--- src/mcw_pkg.sv ---
// Package for the motor command controller with watchdog.
// Holds the request, response and state types, command codes and the duty helper.
// No dependencies.
package mcw_pkg;

  localparam logic [7:0] CMD_SET    = 8'h01;
  localparam logic [7:0] CMD_STOP   = 8'h02;
  localparam logic [7:0] CMD_STATUS = 8'h03;

  localparam logic [4:0] SET_MIN_LEN = 5'd4;

  localparam logic       FUNC_FRAME = 1'b0;
  localparam logic       FUNC_TICK  = 1'b1;

  localparam logic signed [7:0] SPEED_MAX = 8'sd100;
  localparam logic signed [7:0] SPEED_MIN = -8'sd100;
  localparam logic [7:0]  ANGLE_MAX   = 8'd180;
  localparam logic [7:0]  ANGLE_RESET = 8'd90;
  localparam logic [15:0] COUNT_MAX   = 16'hFFFF;
  localparam logic [15:0] TIMEOUT_RESET = 16'd2000;

  // bridge direction codes
  localparam logic [1:0] DIR_OFF = 2'd0;
  localparam logic [1:0] DIR_FWD = 2'd1;
  localparam logic [1:0] DIR_REV = 2'd2;

  // ceil(2^22 / 100): exact quotient for dividends up to 25500
  localparam logic [15:0] RECIP_100 = 16'd41944;

  typedef struct packed {
    logic              func;
    logic [7:0]        cmd_byte;
    logic [4:0]        frame_len;
    logic signed [7:0] left_arg;
    logic signed [7:0] right_arg;
    logic [7:0]        servo_arg;
  } mcw_req_t;

  typedef struct packed {
    logic              status_valid;
    logic signed [7:0] status_left;
    logic signed [7:0] status_right;
    logic [2:0]        status_flags;
    logic              frame_error;
    logic [1:0]        left_dir;
    logic [7:0]        left_duty;
    logic [1:0]        right_dir;
    logic [7:0]        right_duty;
    logic [7:0]        servo_angle;
    logic              stopped;
  } mcw_rsp_t;

  typedef struct packed {
    logic signed [7:0] left_speed;
    logic signed [7:0] right_speed;
    logic [7:0]        steer_angle;
    logic              stop_latch;
    logic [15:0]       ms_count;
  } mcw_state_t;

  // abs(speed) * 255 / 100 for a magnitude of 0..100
  function automatic logic [7:0] duty_of(input logic [6:0] mag);
    logic [14:0] scaled;
    logic [30:0] prod;
    scaled = {mag, 8'b0} - {8'b0, mag};
    prod   = {16'b0, scaled} * {15'b0, RECIP_100};
    return prod[29:22];
  endfunction

endpackage

--- src/mcw_step.sv ---
// Next-state and result logic for one request of the motor controller.
// Depends on mcw_pkg.
module mcw_step (
  input  mcw_pkg::mcw_state_t state_i,
  input  mcw_pkg::mcw_req_t   req_i,
  input  logic [15:0]         timeout_i,
  output mcw_pkg::mcw_state_t state_o,
  output mcw_pkg::mcw_rsp_t   rsp_o
);
  import mcw_pkg::*;

  logic [15:0]       count_inc;
  logic signed [7:0] left_clamp;
  logic signed [7:0] right_clamp;
  logic [7:0]        angle_clamp;
  logic [7:0]        left_mag;
  logic [7:0]        right_mag;

  assign count_inc = (state_i.ms_count == COUNT_MAX) ? COUNT_MAX : state_i.ms_count + 16'd1;

  always_comb begin
    priority if (req_i.left_arg > SPEED_MAX) left_clamp = SPEED_MAX;
    else if (req_i.left_arg < SPEED_MIN)     left_clamp = SPEED_MIN;
    else                                     left_clamp = req_i.left_arg;
    priority if (req_i.right_arg > SPEED_MAX) right_clamp = SPEED_MAX;
    else if (req_i.right_arg < SPEED_MIN)     right_clamp = SPEED_MIN;
    else                                      right_clamp = req_i.right_arg;
    angle_clamp = (req_i.servo_arg > ANGLE_MAX) ? ANGLE_MAX : req_i.servo_arg;
  end

  always_comb begin
    state_o = state_i;
    rsp_o   = '0;
    if (req_i.func == FUNC_TICK) begin
      state_o.ms_count = count_inc;
      if (count_inc > timeout_i && !state_i.stop_latch &&
          (state_i.left_speed != 8'sd0 || state_i.right_speed != 8'sd0)) begin
        state_o.stop_latch  = 1'b1;
        state_o.left_speed  = 8'sd0;
        state_o.right_speed = 8'sd0;
      end
    end else if (req_i.frame_len != 5'd0) begin
      unique case (req_i.cmd_byte)
        CMD_SET: begin
          if (req_i.frame_len >= SET_MIN_LEN) begin
            state_o.left_speed  = left_clamp;
            state_o.right_speed = right_clamp;
            state_o.steer_angle = angle_clamp;
            state_o.stop_latch  = 1'b0;
            state_o.ms_count    = 16'd0;
          end else begin
            rsp_o.frame_error = 1'b1;
          end
        end
        CMD_STOP: begin
          state_o.stop_latch  = 1'b1;
          state_o.left_speed  = 8'sd0;
          state_o.right_speed = 8'sd0;
        end
        CMD_STATUS: begin
          rsp_o.status_valid = 1'b1;
          rsp_o.status_left  = state_i.left_speed;
          rsp_o.status_right = state_i.right_speed;
          rsp_o.status_flags = {state_i.stop_latch,
                                state_i.right_speed != 8'sd0,
                                state_i.left_speed != 8'sd0};
        end
        default: rsp_o.frame_error = 1'b1;
      endcase
    end

    // bridge outputs follow the state after the step
    left_mag  = state_o.left_speed[7]  ? 8'(-state_o.left_speed)  : state_o.left_speed;
    right_mag = state_o.right_speed[7] ? 8'(-state_o.right_speed) : state_o.right_speed;
    if (state_o.stop_latch || state_o.left_speed == 8'sd0) begin
      rsp_o.left_dir  = DIR_OFF;
      rsp_o.left_duty = 8'd0;
    end else begin
      rsp_o.left_dir  = state_o.left_speed[7] ? DIR_REV : DIR_FWD;
      rsp_o.left_duty = duty_of(left_mag[6:0]);
    end
    if (state_o.stop_latch || state_o.right_speed == 8'sd0) begin
      rsp_o.right_dir  = DIR_OFF;
      rsp_o.right_duty = 8'd0;
    end else begin
      rsp_o.right_dir  = state_o.right_speed[7] ? DIR_REV : DIR_FWD;
      rsp_o.right_duty = duty_of(right_mag[6:0]);
    end
    rsp_o.servo_angle = state_o.steer_angle;
    rsp_o.stopped     = state_o.stop_latch;
  end

endmodule

--- src/motor_command_controller_with_watchdog_core.sv ---
// Motor command controller with watchdog: top level.
// Response: registered; a request's response appears in the cycle after it is accepted.
// Throughput: one request per cycle while the output is not stalled; the response register frees while it is taken.
// Reset: speeds 0, servo 90, stop clear, watchdog count 0, timeout 2000, output empty.
// Depends on mcw_pkg and mcw_step.
module motor_command_controller_with_watchdog_core (
  input  logic              clk_i,
  input  logic              rst_ni,
  // request channel
  input  logic              in_valid_i,
  output logic              in_stall_o,
  input  mcw_pkg::mcw_req_t in_data_i,
  // response channel
  output logic              out_valid_o,
  input  logic              out_stall_i,
  output mcw_pkg::mcw_rsp_t out_data_o,
  // watchdog timeout register write
  input  logic              cfg_valid_i,
  output logic              cfg_ready_o,
  input  logic [15:0]       cfg_data_i
);
  import mcw_pkg::*;

  mcw_state_t state_q, state_d;
  mcw_rsp_t   rsp_d, rsp_q;
  logic       out_valid_q, out_valid_d;
  logic [15:0] timeout_q;
  logic       in_accept;

  // The response register is the only buffer: a new request enters whenever the
  // register is empty or its contents leave in the same cycle.
  assign in_stall_o  = out_valid_q && out_stall_i;
  assign in_accept   = in_valid_i && !in_stall_o;
  assign cfg_ready_o = 1'b1;

  mcw_step u_step (
    .state_i   (state_q),
    .req_i     (in_data_i),
    .timeout_i (timeout_q),
    .state_o   (state_d),
    .rsp_o     (rsp_d)
  );

  assign out_valid_d = in_accept || (out_valid_q && out_stall_i);

  // control state: controller state, timeout and response valid
  always_ff @(posedge clk_i or negedge rst_ni) begin
    if (!rst_ni) begin
      state_q.left_speed  <= 8'sd0;
      state_q.right_speed <= 8'sd0;
      state_q.steer_angle <= ANGLE_RESET;
      state_q.stop_latch  <= 1'b0;
      state_q.ms_count    <= 16'd0;
      timeout_q           <= TIMEOUT_RESET;
      out_valid_q         <= 1'b0;
    end else begin
      out_valid_q <= out_valid_d;
      if (in_accept) begin
        state_q <= state_d;
      end
      if (cfg_valid_i && cfg_ready_o) begin
        timeout_q <= cfg_data_i;
      end
    end
  end

  // response payload, no reset needed
  always_ff @(posedge clk_i) begin
    if (in_accept) begin
      rsp_q <= rsp_d;
    end
  end

  assign out_valid_o = out_valid_q;
  assign out_data_o  = rsp_q;

endmodule

--- config.mk ---
export PLATFORM = sky130hd
export DESIGN_NAME = motor_command_controller_with_watchdog_core
export DESIGN_NICKNAME = d
export VERILOG_FILES = /design/src/mcw_pkg.sv /design/src/mcw_step.sv /design/src/motor_command_controller_with_watchdog_core.sv
export SDC_FILE = /design/constraint.sdc
export NUM_CORES = 1
export LEC_CHECK = 0
export BUFFER_PORTS_ARGS = -buffer_cell sky130_fd_sc_hd__buf_2
export CORE_UTILIZATION = 35
export DETAILED_ROUTE_END_ITERATION = 7
export GPL_ROUTABILITY_DRIVEN = 0
export PLACE_DENSITY = 0.57
export SLEW_MARGIN = 5
export SYNTH_ARGS = -nofsm -noshare
export SYNTH_HDL_FRONTEND = slang
export SYNTH_SLANG_ARGS = --single-unit
--- constraint.sdc ---
create_clock -name clk_i -period 22.3 [get_ports clk_i]
set_input_delay 3.345 -clock clk_i [delete_from_list [all_inputs] [get_ports clk_i]]
set_output_delay 3.345 -clock clk_i [all_outputs]
set_load 0.005 [all_outputs]
==> metrics.txt, run 1 <==
# TYPE chip_impl_metric gauge
chip_impl_metric{name="clock_latency",unit="ns"} 0.39
chip_impl_metric{name="die_area",unit="mm²"} 0.0396
chip_impl_metric{name="vias",unit=""} 10100
chip_impl_metric{name="cts.reportedPaths.clkPinSlew",unit="ns"} 0.08
chip_impl_metric{name="finalHoldViolations",unit=""} 0
chip_impl_metric{name="postRouteWirelength",unit="mm"} 32.0
chip_impl_metric{name="path_max_fanout",unit=""} 11
chip_impl_metric{name="synth.net_count",unit=""} 1873
chip_impl_metric{name="syn_area_per_cell",unit="µm²"} 9.27
chip_impl_metric{name="dpl.hpwl",unit="mm"} 26.7
chip_impl_metric{name="number_of_cell_rows",unit=""} 71
chip_impl_metric{name="synth-seq-cells",unit=""} 108
chip_impl_metric{name="area_overhead_of_the_layout_relative_to_synthesis",unit="%"} 10.6
chip_impl_metric{name="ff2ff_path_depth",unit=""} 49
chip_impl_info{name="clock_tree.root_cell",value="clkbuf_16"} 1
chip_impl_metric{name="post_synth_inst_count",unit=""} 1463
chip_impl_metric{name="cts-hold-fix-buffers",unit=""} 0
chip_impl_metric{name="finalWorstPathRequiredPeriod",unit="ns"} 13.14
chip_impl_metric{name="async_flop_share",unit=""} 0.537
chip_impl_metric{name="initial_core_util",unit=""} 0.358
chip_impl_metric{name="drt-initial-drc-count",unit=""} 631
chip_impl_metric{name="cap_violations",unit=""} 0
chip_impl_metric{name="grt_pass1_vias",unit=""} 10400
chip_impl_metric{name="worst-endpoint-arrival",unit="ns"} 13.27
chip_impl_info{name="outcome",value="completed"} 1
chip_impl_metric{name="detail_route.drc_violations",unit=""} 0
chip_impl_metric{name="timing.slew.headroom",unit=""} 0.255
chip_impl_metric{name="timing_worst_slew_pin_value",unit="ns"} 1.11
chip_impl_info{name="reg2reg_to",value="out_data_o[26]"} 1
chip_impl_metric{name="final-seq-area",unit="mm²"} 0.00297
chip_impl_metric{name="nets",unit=""} 1968
chip_impl_metric{name="filler_cell_count",unit=""} 3817
chip_impl_metric{name="final-setup-viol-count",unit=""} 0
chip_impl_metric{name="grt_first_pass_wirelength",unit="mm"} 54.1
chip_impl_metric{name="powerDensity",unit="mW/mm²"} 90.6
chip_impl_metric{name="htree_levels",unit=""} 3
chip_impl_metric{name="place_worst_setup_slack",unit="ns"} 8.88
chip_impl_metric{name="ant_nets",unit=""} 0
chip_impl_info{name="cts_tree",value="built"} 1
chip_impl_metric{name="fin_setup_tns",unit="ns"} 0
chip_impl_info{name="critical_path_class",value="reg2reg"} 1
chip_impl_metric{name="synth.distinct_cells",unit=""} 86
chip_impl_metric{name="antennaDiodeCount",unit=""} 0
chip_impl_info{name="worst_setup_path_end_kind",value="register"} 1
chip_impl_info{name="crit_path_top_delay_cell",value="a22oi_1"} 1
chip_impl_metric{name="synth_sequential_area_ratio",unit=""} 0.219
chip_impl_info{name="setup.worst_path.start_class",value="register"} 1
chip_impl_metric{name="setup_ws",unit="ns"} 9.16
chip_impl_metric{name="detail_route.vias_per_cell",unit=""} 4.85
chip_impl_metric{name="timing.fmax",unit="MHz"} 76.1
chip_impl_info{name="timing.hold.worst.start",value="state_q[20]"} 1
chip_impl_metric{name="tritoncts_num_sinks",unit=""} 108
chip_impl_metric{name="timing.final.max_slew_violations",unit=""} 0
chip_impl_metric{name="cts.repair.resized",unit=""} 0
chip_impl_metric{name="min_delay_path_depth",unit=""} 2
chip_impl_metric{name="multi_input_area",unit="mm²"} 0.00928
chip_impl_info{name="reg2reg_from",value="state_q[0]"} 1
chip_impl_metric{name="syn_area",unit="mm²"} 0.0136
chip_impl_metric{name="die_height",unit="µm"} 199
chip_impl_metric{name="timing.reg2reg.setup_slack",unit="ns"} 9.16
chip_impl_info{name="worst_hold_path.endpoint",value="state_q[20]"} 1
chip_impl_metric{name="cts_max_path_buffers",unit=""} 2
chip_impl_metric{name="cts_setup_buffers",unit=""} 0
chip_impl_metric{name="worst_ir_drop_vdd",unit="mV"} 0.0347
chip_impl_metric{name="fp.dieW",unit="µm"} 199
chip_impl_metric{name="input_output_buffers",unit=""} 110
chip_impl_metric{name="grtUsageTotal",unit=""} 0.174
chip_impl_info{name="synthFlopType",value="edfxtp_1"} 1
chip_impl_metric{name="yosys_warnings",unit=""} 0
chip_impl_metric{name="route.detailed.wl_per_inst",unit="µm"} 15.4
chip_impl_metric{name="fin_crit_sh",unit=""} 0.589
chip_impl_metric{name="power.leakage",unit="nW"} 8.11
chip_impl_metric{name="drt_first_pass_iters",unit=""} 5
chip_impl_info{name="unrepaired_setup_endpoints_after_global_routing",value="no"} 1
chip_impl_metric{name="io_pins",unit=""} 112
chip_impl_info{name="timing.hold.worst.class",value="reg2reg"} 1
chip_impl_metric{name="grt_start_max_net_pins",unit=""} 59
chip_impl_metric{name="core",unit="mm²"} 0.0379
chip_impl_metric{name="globalRouteOverflowTotal",unit=""} 0
chip_impl_metric{name="critical-path-max-stage-delay",unit="ns"} 0.71
chip_impl_metric{name="post_route_clock_skew",unit="ns"} 0.0170
chip_impl_metric{name="required_worst_endpoint",unit="ns"} 22.43
chip_impl_metric{name="drive_gt1_frac",unit=""} 0.116
chip_impl_metric{name="grt_antenna_before_repair",unit=""} 0
chip_impl_metric{name="synth-edff-count",unit=""} 50
chip_impl_metric{name="cts_made_buffers",unit=""} 9
-- layout make-up --
cell class,instances,share of cell area
clock buffers,10,0.0159
clock inverters,6,0.00509
inverters,315,0.0788
multi-input cells,1005,0.619
flip-flops and latches,108,0.198
well taps,511,0.0426
repair buffers,119,0.0412
-- critical path: cells and delay by family (launching register included) --
kind	cells	cell delay, ns
xor gates and xnor gates	2	0.29
and+or+nand+nor	19	4.89
buffers and inverters	6	0.59
adders and majority gates	10	3.51
DFF	1	0.38
AOI/OAI and AO/OA	12	3.17
-- cells in the final DEF, fill, tap and decap left out, types with 5 or more instances in the layout --
cell,netlist,layout
nor2b_1,10,10
o22a_1,5,5
fa_1,130,130
dfrtp_1,48,48
o22ai_1,5,5
a22oi_1,5,5
a32o_1,5,5
o21ai_0,79,79
nor4_1,9,9
inv_1,312,312
buf_2,4,110
xor2_1,14,14
nand3_1,19,19
dfstp_2,10,10
nand2_1,102,102
nor3_1,27,27
clkbuf_16,0,9
and2_1,24,24
a31oi_1,8,8
edfxtp_1,50,50
o21a_1,9,9
buf_4,1,9
a21oi_1,56,56
a211oi_1,10,10
mux2_2,6,6
nand2b_1,6,6
or3_1,8,8
xnor2_1,43,43
a21o_1,12,12
or4_1,6,6
nor2_1,88,88
and3_1,16,16
ha_1,221,221
-- kinds of logic after synthesis --
family | synth area share
adders and majority gates | 0.396
buffers and inverters | 0.0980
and+or+nand+nor | 0.122
AOI/OAI and AO/OA | 0.119
DFF | 0.219
xor gates and xnor gates | 0.0380
muxes | 0.00793
other | 0.000276
-- Yosys cell counts, drive strengths merged (11+ instances only) --
| master | instances | area [µm²] |
|---|---|---|
| a211oi | 11 | 87.6 |
| dfrtp | 48 | 1200 |
| edfxtp | 50 | 1500 |
| and3 | 16 | 100 |
| xnor2 | 44 | 393 |
| nand2 | 103 | 389 |
| fa | 130 | 2600 |
| o21ai | 83 | 419 |
| nand3 | 19 | 95.1 |
| ha | 221 | 2770 |
| and2 | 24 | 150 |
| nor3 | 28 | 151 |
| inv | 314 | 1180 |
| xor2 | 14 | 123 |
| a21o | 12 | 90.1 |
| a21oi | 57 | 289 |
| nor2 | 90 | 343 |
| clkbuf | 28 | 105 |
-- sequential cells by signal, summed over array words and instances, names as in the netlist --
signal	cells
out_valid_o	1
state_q	41
timeout_q	16
out_data_o	50
-- worst max-delay path by stage --
stage / cells past startpoint / start / to / slack [ns]
floorplan: 38 / in_data_i[36] / out_data_o[26] / 10.19
global placement: 34 / in_data_i[36] / out_data_o[26] / 9.12
detailed placement: 34 / in_data_i[36] / out_data_o[26] / 8.88
CTS: 49 / state_q[0] / out_data_o[26] / 9.09
global route: 49 / state_q[0] / out_data_o[26] / 7.84
finish: 49 / state_q[0] / out_data_o[26] / 9.16
-- metrics by stage --
stage / cell area [µm²] / util / power [mW] / std cells / hold WS (ns)
6_report: 15000 / 0.395 / 1.36 / 2074 / 0.464
3_5_place_dp: 14700 / 0.387 / 1.19 / 2058 / 0.453
5_1_grt: 15000 / 0.395 / 1.57 / 2074 / 0.472
3_3_place_gp: 14700 / 0.387 / 1.18 / 2058 / 0.446
4_1_cts: 15000 / 0.395 / 1.39 / 2074 / 0.462
2_1_floorplan: 13600 / - / 0.955 / 1463 / 0.439
-- report_power, final --
group	internal (mW)	switching, mW
Clock	0.0930	0.0889
Combinational	0.380	0.563
Sequential	0.226	0.00830
Total	0.698	0.660
-- per-layer routing --
| layer | track usage | vias up | part of all wire | wire, µm |
|---|---|---|---|---|
| met5 | 0 | - | 0 | 0 |
| met4 | 0.0487 | 0 | 0.015 | 480 |
| met3 | 0.0161 | 23 | 0.029 | 930 |
| met2 | 0.283 | 169 | 0.46 | 14800 |
| met1 | 0.246 | 4857 | 0.49 | 15800 |
| li1 | - | 5019 | - | - |
Power figures use the tool's default switching activity.
==> inputs of run 2 (changes only) <==
Clock period 22.3 ns to 12.1 ns, I/O delays scaled along.
==> run 2 against run 1 <==
Net effect:
- clock-buffer cell count did not move
- global-route usage fell by 0.16 points
- cell count rose by 1.1%
- first-iteration DRC count rose by 1.3%
- final area rose by 1.4%
- register-to-register slack got worse by 8.4 ns
- sequential power rose by 85%
- largest cell class unchanged
- power rose by 86%
==> metrics.txt, run 2 (same netlist as run 1, synthesis figures left out) <==
# TYPE chip_impl_metric gauge
chip_impl_info{name="outcome",value="completed"} 1
chip_impl_metric{name="fp.dieW",unit="µm"} 199
chip_impl_info{name="cts_tree",value="built"} 1
chip_impl_metric{name="final_non_filler_cell_area",unit="mm²"} 0.0152
chip_impl_metric{name="io_pins",unit=""} 112
chip_impl_metric{name="utilization",unit=""} 0.401
chip_impl_info{name="critical_path_class",value="reg2reg"} 1
chip_impl_metric{name="timing_worst_slew_pin_value",unit="ns"} 1.05
chip_impl_metric{name="power.total",unit="mW"} 2.52
chip_impl_metric{name="nets",unit=""} 1991
chip_impl_info{name="clock_tree.root_cell",value="clkbuf_16"} 1
chip_impl_metric{name="finalHoldViolations",unit=""} 0
chip_impl_metric{name="powerDensity",unit="mW/mm²"} 166
chip_impl_metric{name="worst-endpoint-arrival",unit="ns"} 11.53
chip_impl_metric{name="hold_slack",unit="ns"} 0.465
chip_impl_metric{name="grt_antenna_before_repair",unit=""} 0
chip_impl_metric{name="postRouteWirelength",unit="mm"} 32.4
chip_impl_metric{name="antennaDiodeCount",unit=""} 0
chip_impl_metric{name="tritoncts_num_sinks",unit=""} 108
chip_impl_metric{name="timing.final.max_slew_violations",unit=""} 0
chip_impl_metric{name="fin_crit_sh",unit=""} 0.934
chip_impl_metric{name="drt_first_pass_iters",unit=""} 5
chip_impl_metric{name="grt_first_pass_wirelength",unit="mm"} 53.4
chip_impl_metric{name="power.leakage",unit="nW"} 8.21
chip_impl_info{name="setup.worst_path.start_class",value="register"} 1
chip_impl_metric{name="detail_route.drc_violations",unit=""} 0
chip_impl_metric{name="worst_ir_drop_vdd",unit="mV"} 0.0628
chip_impl_metric{name="cap_violations",unit=""} 0
chip_impl_info{name="top_library_cells_by_usage_in_the_layout_fill_and_taps_aside",value="inv_1 (311), ha_1 (220), fa_1 (130)"} 1
chip_impl_metric{name="path_max_fanout",unit=""} 12
chip_impl_info{name="worst_setup_path_end_kind",value="register"} 1
chip_impl_metric{name="dpl.hpwl",unit="mm"} 27.1
chip_impl_metric{name="core",unit="mm²"} 0.0379
chip_impl_metric{name="grtUsageTotal",unit=""} 0.172
chip_impl_metric{name="filler_cell_count",unit=""} 3824
chip_impl_metric{name="ant_nets",unit=""} 0
chip_impl_metric{name="input_output_buffers",unit=""} 110
chip_impl_metric{name="required_worst_endpoint",unit="ns"} 12.33
chip_impl_metric{name="cts.reportedPaths.clkPinSlew",unit="ns"} 0.08
chip_impl_metric{name="final-seq-area",unit="mm²"} 0.00297
chip_impl_metric{name="placedInstanceArea",unit="mm²"} 0.0148
chip_impl_metric{name="finalWorstPathRequiredPeriod",unit="ns"} 11.30
chip_impl_info{name="timing.hold.worst.class",value="reg2reg"} 1
chip_impl_metric{name="area_overhead_of_the_layout_relative_to_synthesis",unit="%"} 12.1
chip_impl_metric{name="critical-path-max-stage-delay",unit="ns"} 0.63
chip_impl_metric{name="timing.fmax",unit="MHz"} 88.5
chip_impl_metric{name="htree_levels",unit=""} 3
chip_impl_info{name="crit_path_top_delay_cell",value="or4b_4"} 1
chip_impl_metric{name="fin_setup_tns",unit="ns"} 0
chip_impl_metric{name="globalRouteOverflowTotal",unit=""} 0
chip_impl_metric{name="clock_latency",unit="ns"} 0.38
chip_impl_info{name="unrepaired_setup_endpoints_after_global_routing",value="no"} 1
chip_impl_metric{name="initial_core_util",unit=""} 0.358
chip_impl_metric{name="detail_route.vias_per_cell",unit=""} 4.87
chip_impl_metric{name="cts_max_path_buffers",unit=""} 2
chip_impl_metric{name="die_height",unit="µm"} 199
chip_impl_metric{name="multi_input_area",unit="mm²"} 0.00936
chip_impl_metric{name="die_area",unit="mm²"} 0.0396
chip_impl_metric{name="grt_pass1_vias",unit=""} 10100
chip_impl_metric{name="vias",unit=""} 10200
chip_impl_metric{name="grt_start_max_net_pins",unit=""} 59
chip_impl_metric{name="number_of_cell_rows",unit=""} 71
chip_impl_metric{name="placed_cells",unit=""} 2075
chip_impl_info{name="layout.cells.most_common",value="inv_1"} 1
chip_impl_metric{name="largest_register_ff_count",unit=""} 50
chip_impl_metric{name="post_layout_nonfiller_instances",unit=""} 2097
chip_impl_metric{name="final-setup-viol-count",unit=""} 0
chip_impl_metric{name="place_worst_setup_slack",unit="ns"} 0.000888
chip_impl_metric{name="setup_ws",unit="ns"} 0.799
chip_impl_metric{name="drt-initial-drc-count",unit=""} 639
chip_impl_metric{name="timing.slew.headroom",unit=""} 0.295
chip_impl_metric{name="route.detailed.wl_per_inst",unit="µm"} 15.5
chip_impl_metric{name="drive_gt1_frac",unit=""} 0.136
chip_impl_metric{name="cts_made_buffers",unit=""} 9
chip_impl_metric{name="post_route_clock_skew",unit="ns"} 0.0110
[run 2: metal layers]
layer	GRT usage	part of all wire	vias to the layer above	wire, µm
met5	0	0	-	0
met4	0.0362	0.012	0	384
met3	0.0258	0.033	22	1070
met2	0.281	0.46	172	15000
met1	0.241	0.49	4958	16000
li1	-	-	5061	-
[run 2: timing repair]
action / in CTS / in global routing
endpoints found under the setup margin: 1 / 14
gates resized for setup: 1 / 20
buffers inserted: 0 / 6
hold buffers: 0 / 0
gates cloned: 0 / 0
[run 2: power by group]
| part | switching [mW] | internal, mW |
|---|---|---|
| Combinational | 1.06 | 0.730 |
| Clock | 0.159 | 0.143 |
| Sequential | 0.0157 | 0.416 |
| Total | 1.23 | 1.29 |
[run 2: worst max-delay path, delay by kind of cell (launching register included)]
family / cells / cell delay, ns
adder cells (fa/ha/maj): 10 / 3.44
flip-flops: 1 / 0.38
buffers and inverters: 8 / 0.76
AO/OA/AOI/OAI: 12 / 2.30
multiplexers: 1 / 0.14
AND/OR/NAND/NOR: 17 / 4.14
[run 2: area by class of cell]
class,instances,area share
Multi-Input combinational cell,1005,0.615
Sequential cell,108,0.195
Inverter,315,0.0777
Timing Repair Buffer,142,0.0520
Tap cell,511,0.0420
Clock buffer,10,0.0151
Clock inverter,6,0.00296
[run 2: final timing paths]
kind / start / depth (start not counted) / end / slack, ns
worst max-delay path: state_q[0] / 48 / out_data_o[16] / 0.80
worst min-delay path: state_q[18] / 2 / state_q[18] / 0.47
worst max register to register: state_q[0] / 48 / out_data_o[16] / 0.80
worst min register to register: state_q[18] / 2 / state_q[18] / 0.47
max in group asynchronous: rst_ni / 2 / state_q[15] / 9.95
min in group asynchronous: rst_ni / 2 / state_q[19] / 1.59
==> inputs of run 3 (changes only) <==
Settings changed: BUFFER_PORTS_ARGS -buffer_cell sky130_fd_sc_hd__buf_2 to unset, DONT_BUFFER_PORTS set to 1.
Clock period 12.1 ns to 10.2 ns, I/O delays scaled along.
==> run 3 against run 2 <==
Net effect:
- via count grew 2.7%
- clock skew grew 0.0032 ns
- flip-flop and latch count is the same
- register-to-register slack lost 0.73 ns
- sequential share of layout area shrank 1.6 points
- combinational power grew 41%
- non-clock buffer count grew 19
- worst setup slack lost 0.73 ns
- cell count grew 0.91%
- final area grew 9.2%
- fmax grew 12%
- power grew 36%
- critical path type unchanged
- critical endpoint is now out_data_o[26]
==> metrics.txt, run 3 (same netlist as run 1, synthesis figures left out) <==
# TYPE chip_impl_metric gauge
chip_impl_info{name="outcome",value="completed"} 1
chip_impl_metric{name="postRouteWirelength",unit="mm"} 35.1
chip_impl_metric{name="timing.fmax",unit="MHz"} 98.7
chip_impl_metric{name="initial_core_util",unit=""} 0.358
chip_impl_metric{name="utilization",unit=""} 0.438
chip_impl_metric{name="io_pins",unit=""} 112
chip_impl_metric{name="vias",unit=""} 10500
chip_impl_metric{name="timing.final.max_slew_violations",unit=""} 0
chip_impl_metric{name="htree_levels",unit=""} 3
chip_impl_metric{name="grtUsageTotal",unit=""} 0.186
chip_impl_info{name="clock_tree.root_cell",value="clkbuf_16"} 1
chip_impl_info{name="worst_setup_path_end_kind",value="register"} 1
chip_impl_metric{name="dpl.hpwl",unit="mm"} 28.4
chip_impl_metric{name="cp_num_buf_inv",unit=""} 9
chip_impl_metric{name="fin_crit_sh",unit=""} 0.993
chip_impl_metric{name="ant_nets",unit=""} 0
chip_impl_metric{name="drt-initial-drc-count",unit=""} 550
chip_impl_metric{name="critical-path-max-stage-delay",unit="ns"} 0.58
chip_impl_metric{name="place_worst_setup_slack",unit="ns"} -0.263
chip_impl_metric{name="grt_first_pass_wirelength",unit="mm"} 57.3
chip_impl_metric{name="die_height",unit="µm"} 199
chip_impl_metric{name="finalWorstPathRequiredPeriod",unit="ns"} 10.13
chip_impl_metric{name="cts-hold-fix-buffers",unit=""} 0
chip_impl_metric{name="cts.reportedPaths.clkPinSlew",unit="ns"} 0.08
chip_impl_metric{name="required_worst_endpoint",unit="ns"} 10.34
chip_impl_metric{name="tritoncts_num_sinks",unit=""} 108
chip_impl_metric{name="drt_first_pass_iters",unit=""} 6
chip_impl_metric{name="route.detailed.wl_per_inst",unit="µm"} 16.6
chip_impl_metric{name="worst-endpoint-arrival",unit="ns"} 10.27
chip_impl_metric{name="cts_made_buffers",unit=""} 9
chip_impl_metric{name="grt_start_max_net_pins",unit=""} 59
chip_impl_info{name="critical_path_class",value="reg2reg"} 1
chip_impl_metric{name="number_of_cell_rows",unit=""} 71
chip_impl_metric{name="path_max_fanout",unit=""} 8
chip_impl_metric{name="post_route_clock_skew",unit="ns"} 0.0141
chip_impl_metric{name="largest_register_ff_count",unit=""} 50
chip_impl_metric{name="cts_max_path_buffers",unit=""} 2
chip_impl_metric{name="core",unit="mm²"} 0.0379
chip_impl_metric{name="finalHoldViolations",unit=""} 0
chip_impl_metric{name="placedInstanceArea",unit="mm²"} 0.0153
chip_impl_metric{name="detail_route.vias_per_cell",unit=""} 4.96
chip_impl_info{name="top_library_cells_by_usage_in_the_layout_fill_and_taps_aside",value="inv_1 (288), ha_1 (187), buf_4 (148)"} 1
chip_impl_metric{name="input_output_buffers",unit=""} 0
chip_impl_metric{name="dr_wl_met3",unit="mm"} 1.62
chip_impl_metric{name="route.layer.met1.wl",unit="mm"} 15.9
chip_impl_metric{name="detail_route.drc_violations",unit=""} 0
chip_impl_metric{name="die_area",unit="mm²"} 0.0396
chip_impl_metric{name="powerDensity",unit="mW/mm²"} 207
chip_impl_metric{name="worst_ir_drop_vdd",unit="mV"} 0.128
chip_impl_metric{name="drive_gt1_frac",unit=""} 0.230
chip_impl_info{name="layout.cells.most_common",value="inv_1"} 1
chip_impl_info{name="topRoutingLayerUsed",value="met4"} 1
chip_impl_info{name="unrepaired_setup_endpoints_after_global_routing",value="yes"} 1
chip_impl_metric{name="timing.slew.headroom",unit=""} 0.164
chip_impl_metric{name="dr_wl_met2",unit="mm"} 17.1
chip_impl_info{name="cts_tree",value="built"} 1
chip_impl_metric{name="fp.dieW",unit="µm"} 199
chip_impl_metric{name="filler_cell_count",unit=""} 3632
chip_impl_metric{name="grt_antenna_before_repair",unit=""} 1
chip_impl_metric{name="clock_latency",unit="ns"} 0.38
chip_impl_info{name="timing.hold.worst.class",value="reg2reg"} 1
chip_impl_metric{name="nets",unit=""} 2010
chip_impl_metric{name="cap_violations",unit=""} 0
chip_impl_info{name="setup.worst_path.start_class",value="register"} 1
chip_impl_metric{name="area_overhead_of_the_layout_relative_to_synthesis",unit="%"} 22.4
chip_impl_metric{name="setup_ws",unit="ns"} 0.0711
chip_impl_metric{name="final-setup-viol-count",unit=""} 0
chip_impl_info{name="timing.critical_path.max_delay_family",value="simple AND/OR/NAND/NOR gates"} 1
chip_impl_metric{name="grt_pass1_vias",unit=""} 10900
chip_impl_info{name="crit_path_top_delay_cell",value="or4b_4"} 1
chip_impl_metric{name="fin_setup_tns",unit="ns"} 0
chip_impl_metric{name="globalRouteOverflowTotal",unit=""} 0
chip_impl_metric{name="final_non_filler_cell_area",unit="mm²"} 0.0166
chip_impl_metric{name="antennaDiodeCount",unit=""} 0
chip_impl_metric{name="timing_worst_slew_pin_value",unit="ns"} 1.25
chip_impl_metric{name="power.leakage",unit="nW"} 8.43
run 3: area by class of cell:
class                      count  area [µm²]  area share
timing repair buffer         161        1290      0.0775
clock buffer                  10         229      0.0138
inverter                     315        1190      0.0717
sequential                   108        2970       0.179
multi-input combinational   1005       10200       0.615
tap                          511         639      0.0385
clock inverter                 6        80.1     0.00482
run 3: worst register-to-register path: cells and delay by family (launching register included):
kind,cells,cell delay [ns]
XOR/XNOR,2,0.25
adder cells (fa/ha/maj),10,2.94
AO/OA/AOI/OAI,11,1.72
multiplexers,1,0.38
AND/OR/NAND/NOR,18,3.49
flip-flops,1,0.38
buffers and inverters,9,0.74
run 3: metrics by stage:
stage          hold WS (ns)  total power [mW]  instances
2_1_floorplan         0.439              2.16       1463
6_report              0.460              3.43       2116
4_1_cts               0.464              3.23       2094
5_1_grt               0.477              3.92       2116
3_3_place_gp          0.448              2.74       2051
3_5_place_dp          0.452              2.77       2051
run 3: power breakdown:
part	internal (mW)	switching [mW]	total (mW)
clock network	0.196	0.192	0.389
registers	0.494	0.0239	0.518
logic	1.12	1.41	2.53
run 3: timing repair:
item	in CTS	in global routing
pin swaps	14	56
gates cloned	0	1
resized for setup	15	102
endpoints found under the setup margin	8	14
buffers inserted	27	22
run 3: final timing paths:
| check | endpoint | start | depth (start not counted) | slack [ns] |
|---|---|---|---|---|
| worst min register to register | state_q[20] | state_q[20] | 2 | 0.46 |
| worst min-delay path | state_q[20] | state_q[20] | 2 | 0.46 |
| min in group asynchronous | state_q[24] | rst_ni | 0 | 0.83 |
| max in group asynchronous | timeout_q[10] | rst_ni | 0 | 9.17 |
| worst max register to register | out_data_o[26] | state_q[1] | 51 | 0.07 |
| worst max-delay path | out_data_o[26] | state_q[1] | 51 | 0.07 |
run 3: routing by layer:
metal	GRT usage	up-vias
met3	0.0278	30
met5	0	-
met1	0.248	5144
li1	-	5106
met2	0.314	210
met4	0.0439	0
